[src/hdl/z80sbd_pkg.sv]
package z80sbd_pkg;

    // Field widths fixed by the interface.
    localparam int ADDR_W     = 17;
    localparam int DATA_W     = 8;
    localparam int CNT_W      = 8;
    localparam int LEN_W      = 16;
    localparam int CONS_W     = 17;
    localparam int CFG_IDX_W  = 1;
    localparam int CFG_DATA_W = 2;
    localparam int PAGE_NUM_W = 8;

    // Configuration register indexes.
    localparam logic [CFG_IDX_W-1:0] REG_FORMAT_MODE = 1'b0;
    localparam logic [CFG_IDX_W-1:0] REG_COMPRESSED  = 1'b1;

    // Format modes; the spare code behaves as the 128K map.
    localparam logic [1:0] FMT_SINGLE   = 2'd0;
    localparam logic [1:0] FMT_PAGED48  = 2'd1;
    localparam logic [1:0] FMT_PAGED128 = 2'd2;

    // Stream markers.
    localparam logic [DATA_W-1:0] ESC_BYTE = 8'hED;
    localparam logic [LEN_W-1:0]  RAW_MARK = 16'hFFFF;

    // Load addresses.
    localparam logic [ADDR_W-1:0] SINGLE_BASE = 17'h04000;
    localparam logic [ADDR_W-1:0] MAP48_BASE4 = 17'h08000;
    localparam logic [ADDR_W-1:0] MAP48_BASE5 = 17'h0C000;
    localparam logic [ADDR_W-1:0] MAP48_BASE8 = 17'h04000;

    // Page numbers that carry a mapping.
    localparam logic [PAGE_NUM_W-1:0] MAP48_PAGE4   = 8'd4;
    localparam logic [PAGE_NUM_W-1:0] MAP48_PAGE5   = 8'd5;
    localparam logic [PAGE_NUM_W-1:0] MAP48_PAGE8   = 8'd8;
    localparam logic [PAGE_NUM_W-1:0] MAP128_FIRST  = 8'd3;
    localparam logic [PAGE_NUM_W-1:0] MAP128_LAST   = 8'd10;

    // Block header sequencer.
    typedef enum logic [1:0] {
        HDR_LEN_LO,
        HDR_LEN_HI,
        HDR_PAGE,
        HDR_DATA
    } hdr_phase_t;

    // Run escape sequencer: first ED seen, second ED seen, count held.
    typedef enum logic [1:0] {
        ESC_IDLE,
        ESC_ONE,
        ESC_TWO,
        ESC_VALUE
    } esc_phase_t;

    // One memory fill.
    typedef struct packed {
        logic [ADDR_W-1:0] addr;
        logic [DATA_W-1:0] value;
        logic [CNT_W-1:0]  count;
    } fill_t;

    // The fills caused by one input byte.
    typedef struct packed {
        fill_t lo;
        fill_t hi;
        logic  two;
    } fill_pair_t;

endpackage

[src/hdl/z80sbd_decode.sv]
module z80sbd_decode #(
    parameter int PAGE_BYTES         = 16384,
    parameter int SINGLE_BLOCK_BYTES = 49152
) (
    input  logic                                aclk,
    input  logic                                aresetn,
    input  logic [1:0]                          format_mode,
    input  logic                                compressed,
    input  logic                                accept,
    input  logic [z80sbd_pkg::DATA_W-1:0]       data_byte,
    input  logic                                start_req,
    output logic                                res_valid,
    output z80sbd_pkg::fill_pair_t              res
);

    localparam int LEN_MAX = (PAGE_BYTES > SINGLE_BLOCK_BYTES) ? PAGE_BYTES
                                                               : SINGLE_BLOCK_BYTES;
    localparam int OFF_W = $clog2(LEN_MAX + 1);
    localparam logic [OFF_W-1:0] PAGE_LEN   = OFF_W'(PAGE_BYTES);
    localparam logic [OFF_W-1:0] SINGLE_LEN = OFF_W'(SINGLE_BLOCK_BYTES);
    localparam logic [z80sbd_pkg::ADDR_W-1:0] PAGE_STEP =
        z80sbd_pkg::ADDR_W'(PAGE_BYTES);
    localparam logic [z80sbd_pkg::CONS_W-1:0] RAW_LEN =
        z80sbd_pkg::CONS_W'(PAGE_BYTES);

    // Decoding state.
    z80sbd_pkg::hdr_phase_t               hdr_reg, hdr_cur, hdr_next;
    z80sbd_pkg::esc_phase_t               esc_reg, esc_cur, esc_dec, esc_next;
    logic [z80sbd_pkg::LEN_W-1:0]         blen_reg, blen_cur, blen_next;
    logic [z80sbd_pkg::PAGE_NUM_W-1:0]    page_reg, page_cur, page_next;
    logic [z80sbd_pkg::CONS_W-1:0]        cons_reg, cons_cur, cons_next, cons_inc, eff_len;
    logic [OFF_W-1:0]                     off_reg, off_cur, off_dec, off_next;
    logic [z80sbd_pkg::CNT_W-1:0]         held_reg, held_cur, held_dec, held_next;

    // Context of the current byte.
    logic                                 paged;
    logic                                 mapped;
    logic                                 run_dec;
    logic                                 comp;
    logic                                 blk_comp;
    logic [OFF_W-1:0]                     len;
    logic [OFF_W-1:0]                     room;
    logic [z80sbd_pkg::CNT_W-1:0]         run_cnt;
    logic [z80sbd_pkg::ADDR_W-1:0]        base;
    logic [z80sbd_pkg::ADDR_W-1:0]        base_map;
    logic [z80sbd_pkg::PAGE_NUM_W-1:0]    page_rel;
    logic [z80sbd_pkg::ADDR_W-1:0]        addr_off;
    logic [z80sbd_pkg::ADDR_W-1:0]        addr_dec;

    // Decoder results.
    z80sbd_pkg::fill_t                    dec_lo, dec_hi, fin_lo;
    logic [1:0]                           dec_n, fin_n;

    function automatic z80sbd_pkg::fill_t lit_fill(
        input logic [z80sbd_pkg::ADDR_W-1:0] addr,
        input logic [z80sbd_pkg::DATA_W-1:0] value
    );
        z80sbd_pkg::fill_t f;
        f.addr  = addr;
        f.value = value;
        f.count = z80sbd_pkg::CNT_W'(1);
        return f;
    endfunction

    // A start request clears the decoding state before the byte is used.
    always_comb begin
        hdr_cur  = start_req ? z80sbd_pkg::HDR_LEN_LO : hdr_reg;
        esc_cur  = start_req ? z80sbd_pkg::ESC_IDLE : esc_reg;
        blen_cur = start_req ? '0 : blen_reg;
        page_cur = start_req ? '0 : page_reg;
        cons_cur = start_req ? '0 : cons_reg;
        off_cur  = start_req ? '0 : off_reg;
        held_cur = start_req ? '0 : held_reg;
    end

    // Page mapping and the length, base and compression that apply to this byte.
    always_comb begin
        page_rel = page_cur - z80sbd_pkg::MAP128_FIRST;
        base_map = '0;
        mapped   = 1'b0;
        if (format_mode == z80sbd_pkg::FMT_PAGED48) begin
            if (page_cur == z80sbd_pkg::MAP48_PAGE4) begin
                base_map = z80sbd_pkg::MAP48_BASE4;
                mapped   = 1'b1;
            end else if (page_cur == z80sbd_pkg::MAP48_PAGE5) begin
                base_map = z80sbd_pkg::MAP48_BASE5;
                mapped   = 1'b1;
            end else if (page_cur == z80sbd_pkg::MAP48_PAGE8) begin
                base_map = z80sbd_pkg::MAP48_BASE8;
                mapped   = 1'b1;
            end
        end else if (page_cur >= z80sbd_pkg::MAP128_FIRST &&
                     page_cur <= z80sbd_pkg::MAP128_LAST) begin
            base_map = z80sbd_pkg::ADDR_W'(page_rel[2:0]) * PAGE_STEP;
            mapped   = 1'b1;
        end

        paged    = (format_mode != z80sbd_pkg::FMT_SINGLE);
        blk_comp = (blen_cur != z80sbd_pkg::RAW_MARK);
        if (!paged) begin
            run_dec = 1'b1;
            base    = z80sbd_pkg::SINGLE_BASE;
            len     = SINGLE_LEN;
            comp    = compressed;
        end else begin
            run_dec = (hdr_cur == z80sbd_pkg::HDR_DATA) && mapped;
            base    = base_map;
            len     = PAGE_LEN;
            comp    = blk_comp;
        end
        room     = len - off_cur;
        run_cnt  = (OFF_W'(held_cur) > room) ? room[z80sbd_pkg::CNT_W-1:0] : held_cur;
        addr_off = base + z80sbd_pkg::ADDR_W'(off_cur);
    end

    // Byte decoder: literals and ED ED count value runs, clipped at the area end.
    always_comb begin
        off_dec  = off_cur;
        esc_dec  = esc_cur;
        held_dec = held_cur;
        dec_lo   = lit_fill(addr_off, data_byte);
        dec_hi   = lit_fill(addr_off + z80sbd_pkg::ADDR_W'(1), data_byte);
        dec_n    = 2'd0;
        if (run_dec && off_cur < len) begin
            if (!comp) begin
                off_dec = off_cur + OFF_W'(1);
                dec_n   = 2'd1;
            end else begin
                unique case (esc_cur)
                    z80sbd_pkg::ESC_ONE: begin
                        if (data_byte == z80sbd_pkg::ESC_BYTE) begin
                            esc_dec = z80sbd_pkg::ESC_TWO;
                        end else begin
                            // The held ED was a literal; the byte follows it if room.
                            esc_dec = z80sbd_pkg::ESC_IDLE;
                            dec_lo  = lit_fill(addr_off, z80sbd_pkg::ESC_BYTE);
                            if (room >= OFF_W'(2)) begin
                                off_dec = off_cur + OFF_W'(2);
                                dec_n   = 2'd2;
                            end else begin
                                off_dec = off_cur + OFF_W'(1);
                                dec_n   = 2'd1;
                            end
                        end
                    end
                    z80sbd_pkg::ESC_TWO: begin
                        held_dec = data_byte;
                        esc_dec  = z80sbd_pkg::ESC_VALUE;
                    end
                    z80sbd_pkg::ESC_VALUE: begin
                        esc_dec = z80sbd_pkg::ESC_IDLE;
                        if (run_cnt != '0) begin
                            dec_lo.count = run_cnt;
                            off_dec      = off_cur + OFF_W'(run_cnt);
                            dec_n        = 2'd1;
                        end
                    end
                    z80sbd_pkg::ESC_IDLE: begin
                        if (data_byte == z80sbd_pkg::ESC_BYTE && room >= OFF_W'(2)) begin
                            esc_dec = z80sbd_pkg::ESC_ONE;
                        end else begin
                            off_dec = off_cur + OFF_W'(1);
                            dec_n   = 2'd1;
                        end
                    end
                endcase
            end
        end
    end

    // Block header sequencer and end-of-block handling.
    always_comb begin
        hdr_next  = hdr_cur;
        blen_next = blen_cur;
        page_next = page_cur;
        cons_next = cons_cur;
        off_next  = off_dec;
        esc_next  = esc_dec;
        held_next = held_dec;
        fin_lo    = dec_lo;
        fin_n     = dec_n;
        cons_inc  = cons_cur + z80sbd_pkg::CONS_W'(1);
        eff_len   = blk_comp ? z80sbd_pkg::CONS_W'(blen_cur) : RAW_LEN;
        addr_dec  = base + z80sbd_pkg::ADDR_W'(off_dec);
        if (paged) begin
            unique case (hdr_cur)
                z80sbd_pkg::HDR_LEN_LO: begin
                    blen_next = {8'h00, data_byte};
                    hdr_next  = z80sbd_pkg::HDR_LEN_HI;
                end
                z80sbd_pkg::HDR_LEN_HI: begin
                    blen_next = {data_byte, blen_cur[7:0]};
                    hdr_next  = z80sbd_pkg::HDR_PAGE;
                end
                z80sbd_pkg::HDR_PAGE: begin
                    page_next = data_byte;
                    cons_next = '0;
                    off_next  = '0;
                    esc_next  = z80sbd_pkg::ESC_IDLE;
                    held_next = '0;
                    hdr_next  = (blen_cur == '0) ? z80sbd_pkg::HDR_LEN_LO
                                                 : z80sbd_pkg::HDR_DATA;
                end
                z80sbd_pkg::HDR_DATA: begin
                    cons_next = cons_inc;
                    if (cons_inc >= eff_len) begin
                        // A lone ED left at the block end is written as a literal.
                        if (mapped && esc_dec == z80sbd_pkg::ESC_ONE && off_dec < len) begin
                            fin_lo   = lit_fill(addr_dec, z80sbd_pkg::ESC_BYTE);
                            off_next = off_dec + OFF_W'(1);
                            fin_n    = 2'd1;
                        end
                        esc_next = z80sbd_pkg::ESC_IDLE;
                        hdr_next = z80sbd_pkg::HDR_LEN_LO;
                    end
                end
            endcase
        end
        res_valid = (fin_n != 2'd0);
        res.lo    = fin_lo;
        res.hi    = dec_hi;
        res.two   = (fin_n == 2'd2);
    end

    // State registers, updated on each accepted byte.
    always_ff @(posedge aclk) begin
        if (!aresetn) begin
            hdr_reg  <= z80sbd_pkg::HDR_LEN_LO;
            esc_reg  <= z80sbd_pkg::ESC_IDLE;
            blen_reg <= '0;
            page_reg <= '0;
            cons_reg <= '0;
            off_reg  <= '0;
            held_reg <= '0;
        end else if (accept) begin
            hdr_reg  <= hdr_next;
            esc_reg  <= esc_next;
            blen_reg <= blen_next;
            page_reg <= page_next;
            cons_reg <= cons_next;
            off_reg  <= off_next;
            held_reg <= held_next;
        end
    end

endmodule

[src/hdl/z80_snapshot_block_decoder.sv]
// An accepted byte's fills are stored in the result queue before they reach the result port.
// One byte per cycle while s_ready is high; a byte that gives two fills presents them
// in turn, and a two-entry result queue keeps input and output decoupled.
// s_ready falls only while both result queue entries are occupied.
// Reset (aresetn low, synchronous): decoding state and the result queue are cleared,
// and the configuration returns to paged 48K map with compression enabled.
module z80_snapshot_block_decoder #(
    parameter int PAGE_BYTES         = 16384,
    parameter int SINGLE_BLOCK_BYTES = 49152
) (
    input  logic                                    aclk,
    input  logic                                    aresetn,
    // Configuration write port
    input  logic                                    cfg_wr_en,
    input  logic [z80sbd_pkg::CFG_IDX_W-1:0]        cfg_index,
    input  logic [z80sbd_pkg::CFG_DATA_W-1:0]       cfg_wr_data,
    // Input byte stream
    input  logic                                    s_valid,
    output logic                                    s_ready,
    input  logic [z80sbd_pkg::DATA_W-1:0]           s_data_byte,
    input  logic                                    s_start_req,
    // Memory fill results
    output logic                                    m_valid,
    input  logic                                    m_ready,
    output logic [z80sbd_pkg::ADDR_W-1:0]           m_write_address,
    output logic [z80sbd_pkg::DATA_W-1:0]           m_write_value,
    output logic [z80sbd_pkg::CNT_W-1:0]            m_repeat_count,
    output logic                                    m_last
);

    logic [1:0]                 fmt_reg;
    logic                       comp_reg;
    logic                       s_accept;
    logic                       res_valid;
    z80sbd_pkg::fill_pair_t     res;
    z80sbd_pkg::fill_pair_t     q_reg [2];
    z80sbd_pkg::fill_pair_t     head;
    z80sbd_pkg::fill_t          head_fill;
    logic                       wr_ptr_reg, wr_ptr_next;
    logic                       rd_ptr_reg, rd_ptr_next;
    logic                       sel_reg, sel_next;
    logic [1:0]                 count_reg, count_next;
    logic                       push;
    logic                       pop;

    // Configuration registers.
    always_ff @(posedge aclk) begin
        if (!aresetn) begin
            fmt_reg  <= z80sbd_pkg::FMT_PAGED48;
            comp_reg <= 1'b1;
        end else if (cfg_wr_en) begin
            case (cfg_index)
                z80sbd_pkg::REG_FORMAT_MODE: fmt_reg  <= cfg_wr_data;
                z80sbd_pkg::REG_COMPRESSED:  comp_reg <= cfg_wr_data[0];
                default: ;
            endcase
        end
    end

    assign s_ready  = (count_reg != 2'd2);
    assign s_accept = s_valid && s_ready;

    z80sbd_decode #(
        .PAGE_BYTES         (PAGE_BYTES),
        .SINGLE_BLOCK_BYTES (SINGLE_BLOCK_BYTES)
    ) u_decode (
        .aclk        (aclk),
        .aresetn     (aresetn),
        .format_mode (fmt_reg),
        .compressed  (comp_reg),
        .accept      (s_accept),
        .data_byte   (s_data_byte),
        .start_req   (s_start_req),
        .res_valid   (res_valid),
        .res         (res)
    );

    // Result queue head and the fill presented from it.
    assign head      = q_reg[rd_ptr_reg];
    assign head_fill = sel_reg ? head.hi : head.lo;

    assign m_valid         = (count_reg != 2'd0);
    assign m_write_address = head_fill.addr;
    assign m_write_value   = head_fill.value;
    assign m_repeat_count  = head_fill.count;
    assign m_last          = !head.two || sel_reg;

    assign push = s_accept && res_valid;
    assign pop  = m_valid && m_ready && m_last;

    // Queue pointer and occupancy bookkeeping.
    always_comb begin
        wr_ptr_next = push ? !wr_ptr_reg : wr_ptr_reg;
        rd_ptr_next = pop ? !rd_ptr_reg : rd_ptr_reg;
        sel_next    = sel_reg;
        if (m_valid && m_ready) begin
            sel_next = !m_last;
        end
        count_next = count_reg;
        if (push && !pop) begin
            count_next = count_reg + 2'd1;
        end else if (pop && !push) begin
            count_next = count_reg - 2'd1;
        end
    end

    always_ff @(posedge aclk) begin
        if (!aresetn) begin
            wr_ptr_reg <= 1'b0;
            rd_ptr_reg <= 1'b0;
            sel_reg    <= 1'b0;
            count_reg  <= 2'd0;
        end else begin
            wr_ptr_reg <= wr_ptr_next;
            rd_ptr_reg <= rd_ptr_next;
            sel_reg    <= sel_next;
            count_reg  <= count_next;
        end
    end

    // Queue payload storage.
    always_ff @(posedge aclk) begin
        if (push) begin
            q_reg[wr_ptr_reg] <= res;
        end
    end

endmodule

[config.mk]
export PLATFORM = sky130hd
export DESIGN_NAME = z80_snapshot_block_decoder
export DESIGN_NICKNAME = d
export VERILOG_FILES = /design/src/hdl/z80sbd_pkg.sv /design/src/hdl/z80sbd_decode.sv /design/src/hdl/z80_snapshot_block_decoder.sv
export SDC_FILE = /design/constraint.sdc
export NUM_CORES = 1
export LEC_CHECK = 0
export ABC_AREA = 1
export BUFFER_PORTS_ARGS = -buffer_cell sky130_fd_sc_hd__buf_4
export CAP_MARGIN = 20
export CORE_ASPECT_RATIO = 0.9
export CORE_MARGIN = 8
export CORE_UTILIZATION = 63
export CTS_CLUSTER_DIAMETER = 200
export CTS_CLUSTER_SIZE = 20
export DETAILED_ROUTE_END_ITERATION = 16
export MAX_ROUTING_LAYER = met4
export PLACE_DENSITY_LB_ADDON = 0.05
export REMOVE_ABC_BUFFERS = 1
export SYNTH_ARGS = -nofsm -noshare
export SYNTH_HDL_FRONTEND = slang
export SYNTH_SLANG_ARGS = --single-unit
[constraint.sdc]
create_clock -name aclk -period 10.52 [get_ports aclk]
set_input_delay 0.526 -clock aclk [delete_from_list [all_inputs] [get_ports aclk]]
set_output_delay 0.526 -clock aclk [all_outputs]
set_load 0.005 [all_outputs]
# --- Yosys cells after proc, flatten, opt, wreduce, memory -nomap -nowiden ---
# Memories as Yosys holds them, arrays and structs flattened. A register that Yosys moved wholly into a read port is not among the register bits.
# Cells that the tools add are included.
word_totals:
  regBits: 77
  mem_bits_rw: 118
  wordCells: 163
  memories: 1
classes:
  n_addsub: 12
  n_lt_le_gt_ge: 7
  n_eq_ne: 15
  mux: 85
  bitwise_logic: 1
  n_reduce_logical: 29
memory_table:
  columns: ["name", "depth", "word_bits", "rd", "rd_clocked_by_memory_dff", "write_ports", "line", "source"]
  rows:
  - ["q_reg", 2, 59, 1, 1, 1, "z80_snapshot_block_decoder.sv:36", "z80sbd_pkg::fill_pair_t q_reg [2];"]
ops:
  columns: ["op", "count"]
  rows:
  - ["16-bit two-way mux", 17]
  - ["33-bit two-way mux", 5]
  - ["17-bit two-way mux", 7]
  - ["8-bit two-way mux", 12]
  - ["16-bit case mux with 2 select lines", 2]
  - ["16-bit case mux with 3 select lines", 1]
  - ["2-bit two-way mux", 21]
  - ["17-bit by 1-bit adder with 17-bit output, second input constant", 2]
  - ["17-bit by 16-bit adder with 17-bit output", 2]
  - ["17-bit case mux with 2 select lines", 1]
  - ["16-bit by 1-bit adder with 16-bit output, second input constant", 2]
  - ["16-bit < comparator", 2]
  - ["17-bit >= comparator", 1]
  - ["16-bit by 2-bit adder with 16-bit output, second input constant", 1]
  - ["16-bit by 8-bit adder with 16-bit output", 1]
  - ["8-bit by 3-bit == test with 1-bit output, second input constant", 2]
  - ["16-bit by 2-bit >= comparator with 1-bit output, second input constant", 1]
  - ["8-bit by 16-bit greater-than comparator with 1-bit output", 1]
  - ["16-bit zero test", 1]
  - ["16-bit inequality test, second input constant", 1]
  - ["2-bit case mux with 4 select lines", 2]
  - ["8-bit case mux with 2 select lines", 1]
  - ["16-bit subtractor", 1]
  - ["15-bit two-way mux", 1]
  - ["21 further kinds", 61]

# --- Longest topological paths before layout ---
depth:
  ltp_word: 23
  ltp_mapped: 50
  ltp_nobuf: 49

# --- Hierarchy ---
# From an unflattened synthesis, not the netlist that was laid out.
hier_totals:
  hier_cells: 1857
  hier_area_um2: 14247.4
modules_own_cells:
  columns: ["mod", "n_inst", "cells_per_inst", "area_per_inst_um2", "seq_area_each_um2"]
  rows:
  - ["z80sbd_decode", 1, 1474, 8864.8, 1381.3]
  - ["z80_snapshot_block_decoder", 1, 383, 5382.7, 4204.0]

# --- Worst setup path after synthesis ---
# OpenSTA, ideal clock, no wires.
synth_path:
  path_type: "input-to-reg"
  startpoint: "input port s_start_req"
  endpoint: "memory q_reg[1][0] (netlist name) (enable)"
  setup_ns: 0.477
  arrival_ns: 8.248
  required_ns: 10.043
  slack_ns: 1.794
  stages: 45
  n_path_buf: 1
  cell_sequence: "inv_4 nand2_1 buf_1 ha_1 nand3_1 nor2_2 xor2_1 ha_1 nand2_1 nor2_1 a211oi_1 a21oi_2 nand3_1 nand2_1 nand2_1 inv_1 ha_1 a21oi_1 [9 not listed] nand4_1 inv_1 nand2_1 nand2_1 nand3_1 nand2_1 nand3_1 inv_1 ha_1 nor3_1 nand2_1 nor2_1 nand2_1 nor2_1 inv_2 o221ai_1 nand2_1 nor2_1"
synth_between:
  elab_chain_len: 21
  elab_cells_between_ends: 71
  classes_between: "add/sub: 5; order compare: 7; eq/ne: 9; mux: 40; reduce/logical: 10"
synth_rtl:
  columns: ["element", "line", "source"]
  rows:
  - ["start: declaration", "z80_snapshot_block_decoder.sv:21", "input logic s_start_req,"]
  - ["parallel branches: the longest is 16 deep, another holds 16-bit subtractor", null, null]
  - ["2-bit two-way mux (*)", "z80sbd_decode.sv:185", "if (paged) begin"]
  - ["2-bit nonzero test (*)", "z80sbd_decode.sv:219", "res_valid = (fin_n != 2'd0);"]
  - ["1-bit logical AND (*)", "z80_snapshot_block_decoder.sv:88", "assign push = s_accept && res_valid;"]
  - ["1-bit two-way mux (*)", "z80_snapshot_block_decoder.sv:123", "if (push) begin"]
  - ["1-bit two-way mux (not written as such) (*)", "z80_snapshot_block_decoder.sv:124", "q_reg[wr_ptr_reg] <= res;"]
  - ["end: declaration", "z80_snapshot_block_decoder.sv:36", null]
# Every way passes the cells marked *.

# --- Worst setup path in the final report ---
layout_path:
  startpoint: "input port s_start_req"
  endpoint: "memory q_reg[0][48] (netlist name) (enable)"
# The elaborated chain is that of the path after synthesis.

==> reports/qor.log <==
INFO  synth          post_synthesis_cell_type_count=58
INFO  synth          synth_area_per_cell=7.37µm²
INFO  setup_path     critical_path_peak_fanout=50
INFO  global_routing global_route.usage.total=0.336
INFO  sta            fmax=0.107GHz
INFO  final_layout   drive_gt1_frac=0.0890
INFO  die            placement_rows=50
INFO  die            initial_utilization=0.639
INFO  setup_path     end_kind=register
INFO  clock_network  clkSlewWorstSetupHoldPaths=90ps
INFO  sta            final.period_utilization=0.887
INFO  global_routing grt_start_max_net_pins=100
INFO  synth          fraction_of_synthesis_flops_using_an_asynchronous_set_or_reset_pin=0
INFO  global_routing grt_overflow_total=0
INFO  clock_network  cts-hold-fix-buffers=0
INFO  sta            setup_viol_count_final=0
INFO  synth          post_synth_inst_count=1801
INFO  clock_network  tritoncts=yes
INFO  sta            worst_pin_slew=1000ps
INFO  placed_design  globalplace.congestion=1.04
INFO  sta            totalNegativeSetupSlack=0ps
INFO  route          detail_route.wirelength=43200µm
INFO  clock_network  clk_root_buffer_cell=sky130_fd_sc_hd__clkbuf_16
INFO  power_and_ir_drop power.density=143mW/mm²
INFO  setup_path     most_repeated_library_cell_on_the_critical_path=sky130_fd_sc_hd__nand2_1
INFO  sta            finalMaxSlewViolations=0
INFO  die            design.die.area=0.0260mm²
INFO  clock_network  clock_latency=460ps
INFO  synth          synth_sequential_area_ratio=0.385
INFO  setup_path     critical-path-max-stage-delay=580ps
INFO  route          routedWlPerCell=20.4µm
INFO  final_layout   fillerInstances=1716
INFO  die            design.portCount=53
INFO  setup_path     required=10610ps
INFO  route          post-route-drc-count=0
INFO  final_layout   utilization=0.700
INFO  global_routing first_global_vias=12300
INFO  clock_network  cts_num_sinks=196
INFO  die            floorplan.core_area=0.0208mm²
INFO  synth          netlist_area=0.0133mm²
INFO  route          drt_pass_1_iters=7
INFO  synth          synth-seq-cells=196
INFO  final_layout   design.final.nets=1888
INFO  global_routing antenna_found_initial=0
INFO  synth          synth-edff-count=118
INFO  sta            timing.final.hold_violations=0
INFO  final_layout   area_of_the_multi_input_gates=0.00700mm²
INFO  power_and_ir_drop total_leakage_power=6.25nW
INFO  final_layout   sequential_cell_area=0.00511mm²
INFO  setup_path     cp_slowest_cell=sky130_fd_sc_hd__nor2_1
INFO  route          ant_nets=0
INFO  final_layout   antenna_cells_inserted=0
INFO  min_path       worstHoldPathType=input port to register
INFO  clock_network  numCtsBuffers=17
INFO  final_layout   max_reg_flops=118
INFO  global_routing wire_length_of_the_first_global_routing_pass=67100µm
INFO  setup_path     critical_path_class=input port to register
INFO  power_and_ir_drop vdd_ir_drop_max=123µV
INFO  final_layout   mostFrequentLayoutCells=sky130_fd_sc_hd__nand2_1, sky130_fd_sc_hd__nor2_1, sky130_fd_sc_hd__inv_1
INFO  synth          yosys_most_used_dff=sky130_fd_sc_hd__edfxtp_1
INFO  route          vias_per_cell=6.27
INFO  route          routed-via-count=13300
INFO  outcome        status=finished, final reports clean
INFO  run            max_cap_violations=0
INFO  sta            timing.clock.skew=24.2ps
INFO  placed_design  io_buffer_count=52
INFO  final_layout   layout.cells.most_common=sky130_fd_sc_hd__nand2_1
INFO  clock_network  clock_tree.buffer_depth=2
INFO  sta            shortest_clock_period_the_worst_path_allows_after_layout=9330ps
INFO  sta            rsz_0062_raised_after_global_routing=false
INFO  clock_network  htreeDepth=4
INFO  placed_design  dp.final_hpwl=30500µm
INFO  route          drt_first_iter_violations=1611
INFO  setup_path     critPathLaunchType=input port
INFO  final_layout   areaGrowthSynthToFinish=9.54%
INFO  synth          yosysWarningCount=0
INFO  die            die_width=169µm
INFO  clock_network  cts_setup_buffers=0
INFO  sta            slew_headroom=0.332
INFO  clock_network  ctsResizeCount=0
INFO  die            die_height=154µm
INFO  setup_path     worstPathArrival=9420ps
## cell usage after synthesis (3+ instances only)
cell	count	area (µm²)
sky130_fd_sc_hd__nor2_2	6	37.5
sky130_fd_sc_hd__o21ai_0	156	781
sky130_fd_sc_hd__dfxtp_1	78	1560
sky130_fd_sc_hd__o21ai_1	9	45.0
sky130_fd_sc_hd__o21ai_2	3	26.3
sky130_fd_sc_hd__a21oi_2	3	26.3
sky130_fd_sc_hd__nand4_1	18	113
sky130_fd_sc_hd__nor2_1	243	912
sky130_fd_sc_hd__a22o_1	3	26.3
sky130_fd_sc_hd__xnor2_1	7	61.3
sky130_fd_sc_hd__inv_1	212	796
sky130_fd_sc_hd__o21bai_1	4	30.0
sky130_fd_sc_hd__buf_1	4	15.0
sky130_fd_sc_hd__nand2_1	328	1230
sky130_fd_sc_hd__nor4_1	17	106
sky130_fd_sc_hd__ha_1	49	613
sky130_fd_sc_hd__a31oi_1	8	50.1
sky130_fd_sc_hd__buf_2	10	50.1
sky130_fd_sc_hd__a22oi_1	3	22.5
sky130_fd_sc_hd__nand2_2	8	50.1
sky130_fd_sc_hd__fa_1	3	60.1
sky130_fd_sc_hd__a21oi_1	114	571
sky130_fd_sc_hd__nor3_1	24	120
sky130_fd_sc_hd__a211oi_1	17	128
sky130_fd_sc_hd__xor2_1	47	412
sky130_fd_sc_hd__edfxtp_1	118	3540
sky130_fd_sc_hd__o211ai_1	21	158
sky130_fd_sc_hd__clkinv_1	7	26.3
sky130_fd_sc_hd__nand2_4	7	78.8
sky130_fd_sc_hd__nand3_1	102	510
sky130_fd_sc_hd__nor2_4	5	56.3
sky130_fd_sc_hd__o221ai_1	4	35.0
sky130_fd_sc_hd__clkbuf_1	56	210
sky130_fd_sc_hd__o22ai_1	39	244
sky130_fd_sc_hd__a221oi_1	27	236
sky130_fd_sc_hd__inv_2	12	45.0
## path summary, 6_finish.rpt
| path | start | endpoint | slack (ps) | cells after the start |
|---|---|---|---|---|
| worst max-delay path | s_start_req | q_reg[0][48] | 1190 | 46 |
| worst min-delay path | s_data_byte[6] | q_reg[0][7] | 270 | 1 |
| worst max register to register | u_decode.off_reg[0] | q_reg[0][48] | 1950 | 44 |
| worst min register to register | u_decode.cons_reg[16] | u_decode.cons_reg[16] | 470 | 2 |
## stage by stage
stage | area [µm²] | setup WS, ps | total power [W] | hold WS [ps] | std cells
detailed placement | 13900 | 1050 | 0.00139 | 460 | 2083
finish | 14500 | 1190 | 0.00209 | 266 | 2118
global placement | 13900 | 1400 | 0.00138 | 428 | 2083
global route | 14500 | 383 | 0.00217 | 266 | 2118
CTS | 14500 | 1440 | 0.00207 | 256 | 2115
floorplan | 13000 | 1110 | 0.00120 | 421 | 1727
## cell families (layout without fill, tap and decap cells)
family / count (synthesis) / in the layout / share of synthesized area
AO/OA/AOI/OAI: 424 / 424 / 0.188
adder cells (fa/ha/maj): 52 / 52 / 0.0507
multiplexers: 1 / 1 / 0.000754
XOR/XNOR: 54 / 54 / 0.0356
buffers and inverters: 306 / 337 / 0.0899
flip-flops: 196 / 196 / 0.385
AND/OR/NAND/NOR: 768 / 768 / 0.250
## layout make-up
cell class              instances  share of cell area
clock inverters                15              0.0132
repair buffers                 73              0.0406
inverters                     232              0.0601
well taps                     286              0.0246
clock buffers                  17              0.0293
flip-flops and latches        196               0.351
multi-input cells            1299               0.481
## worst max-delay path: cells and delay by family
family                   cells  cell delay, ps
AND/OR/NAND/NOR             28            4300
buffers and inverters        8            1930
AO/OA/AOI/OAI                5            1320
adder cells (fa/ha/maj)      4             940
XOR/XNOR                     1             320
## report_power, final
| part | total [W] | internal (W) | switching, W |
|---|---|---|---|
| logic | 0.000525 | 0.000177 | 0.000348 |
| clock network | 0.000695 | 0.000328 | 0.000367 |
| registers | 0.000866 | 0.000845 | 0.0000204 |
| total | 0.00209 | 0.00135 | 0.000735 |
## per-layer routing
layer  vias up  global-route usage  part of all wire
li1       6163                   -                 -
met1      6156               0.454              0.42
met2       866               0.507              0.44
met3       105              0.0609              0.12
met4         0               0.105             0.024
met5         -                   -                 0
Power figures use the tool's default switching activity.
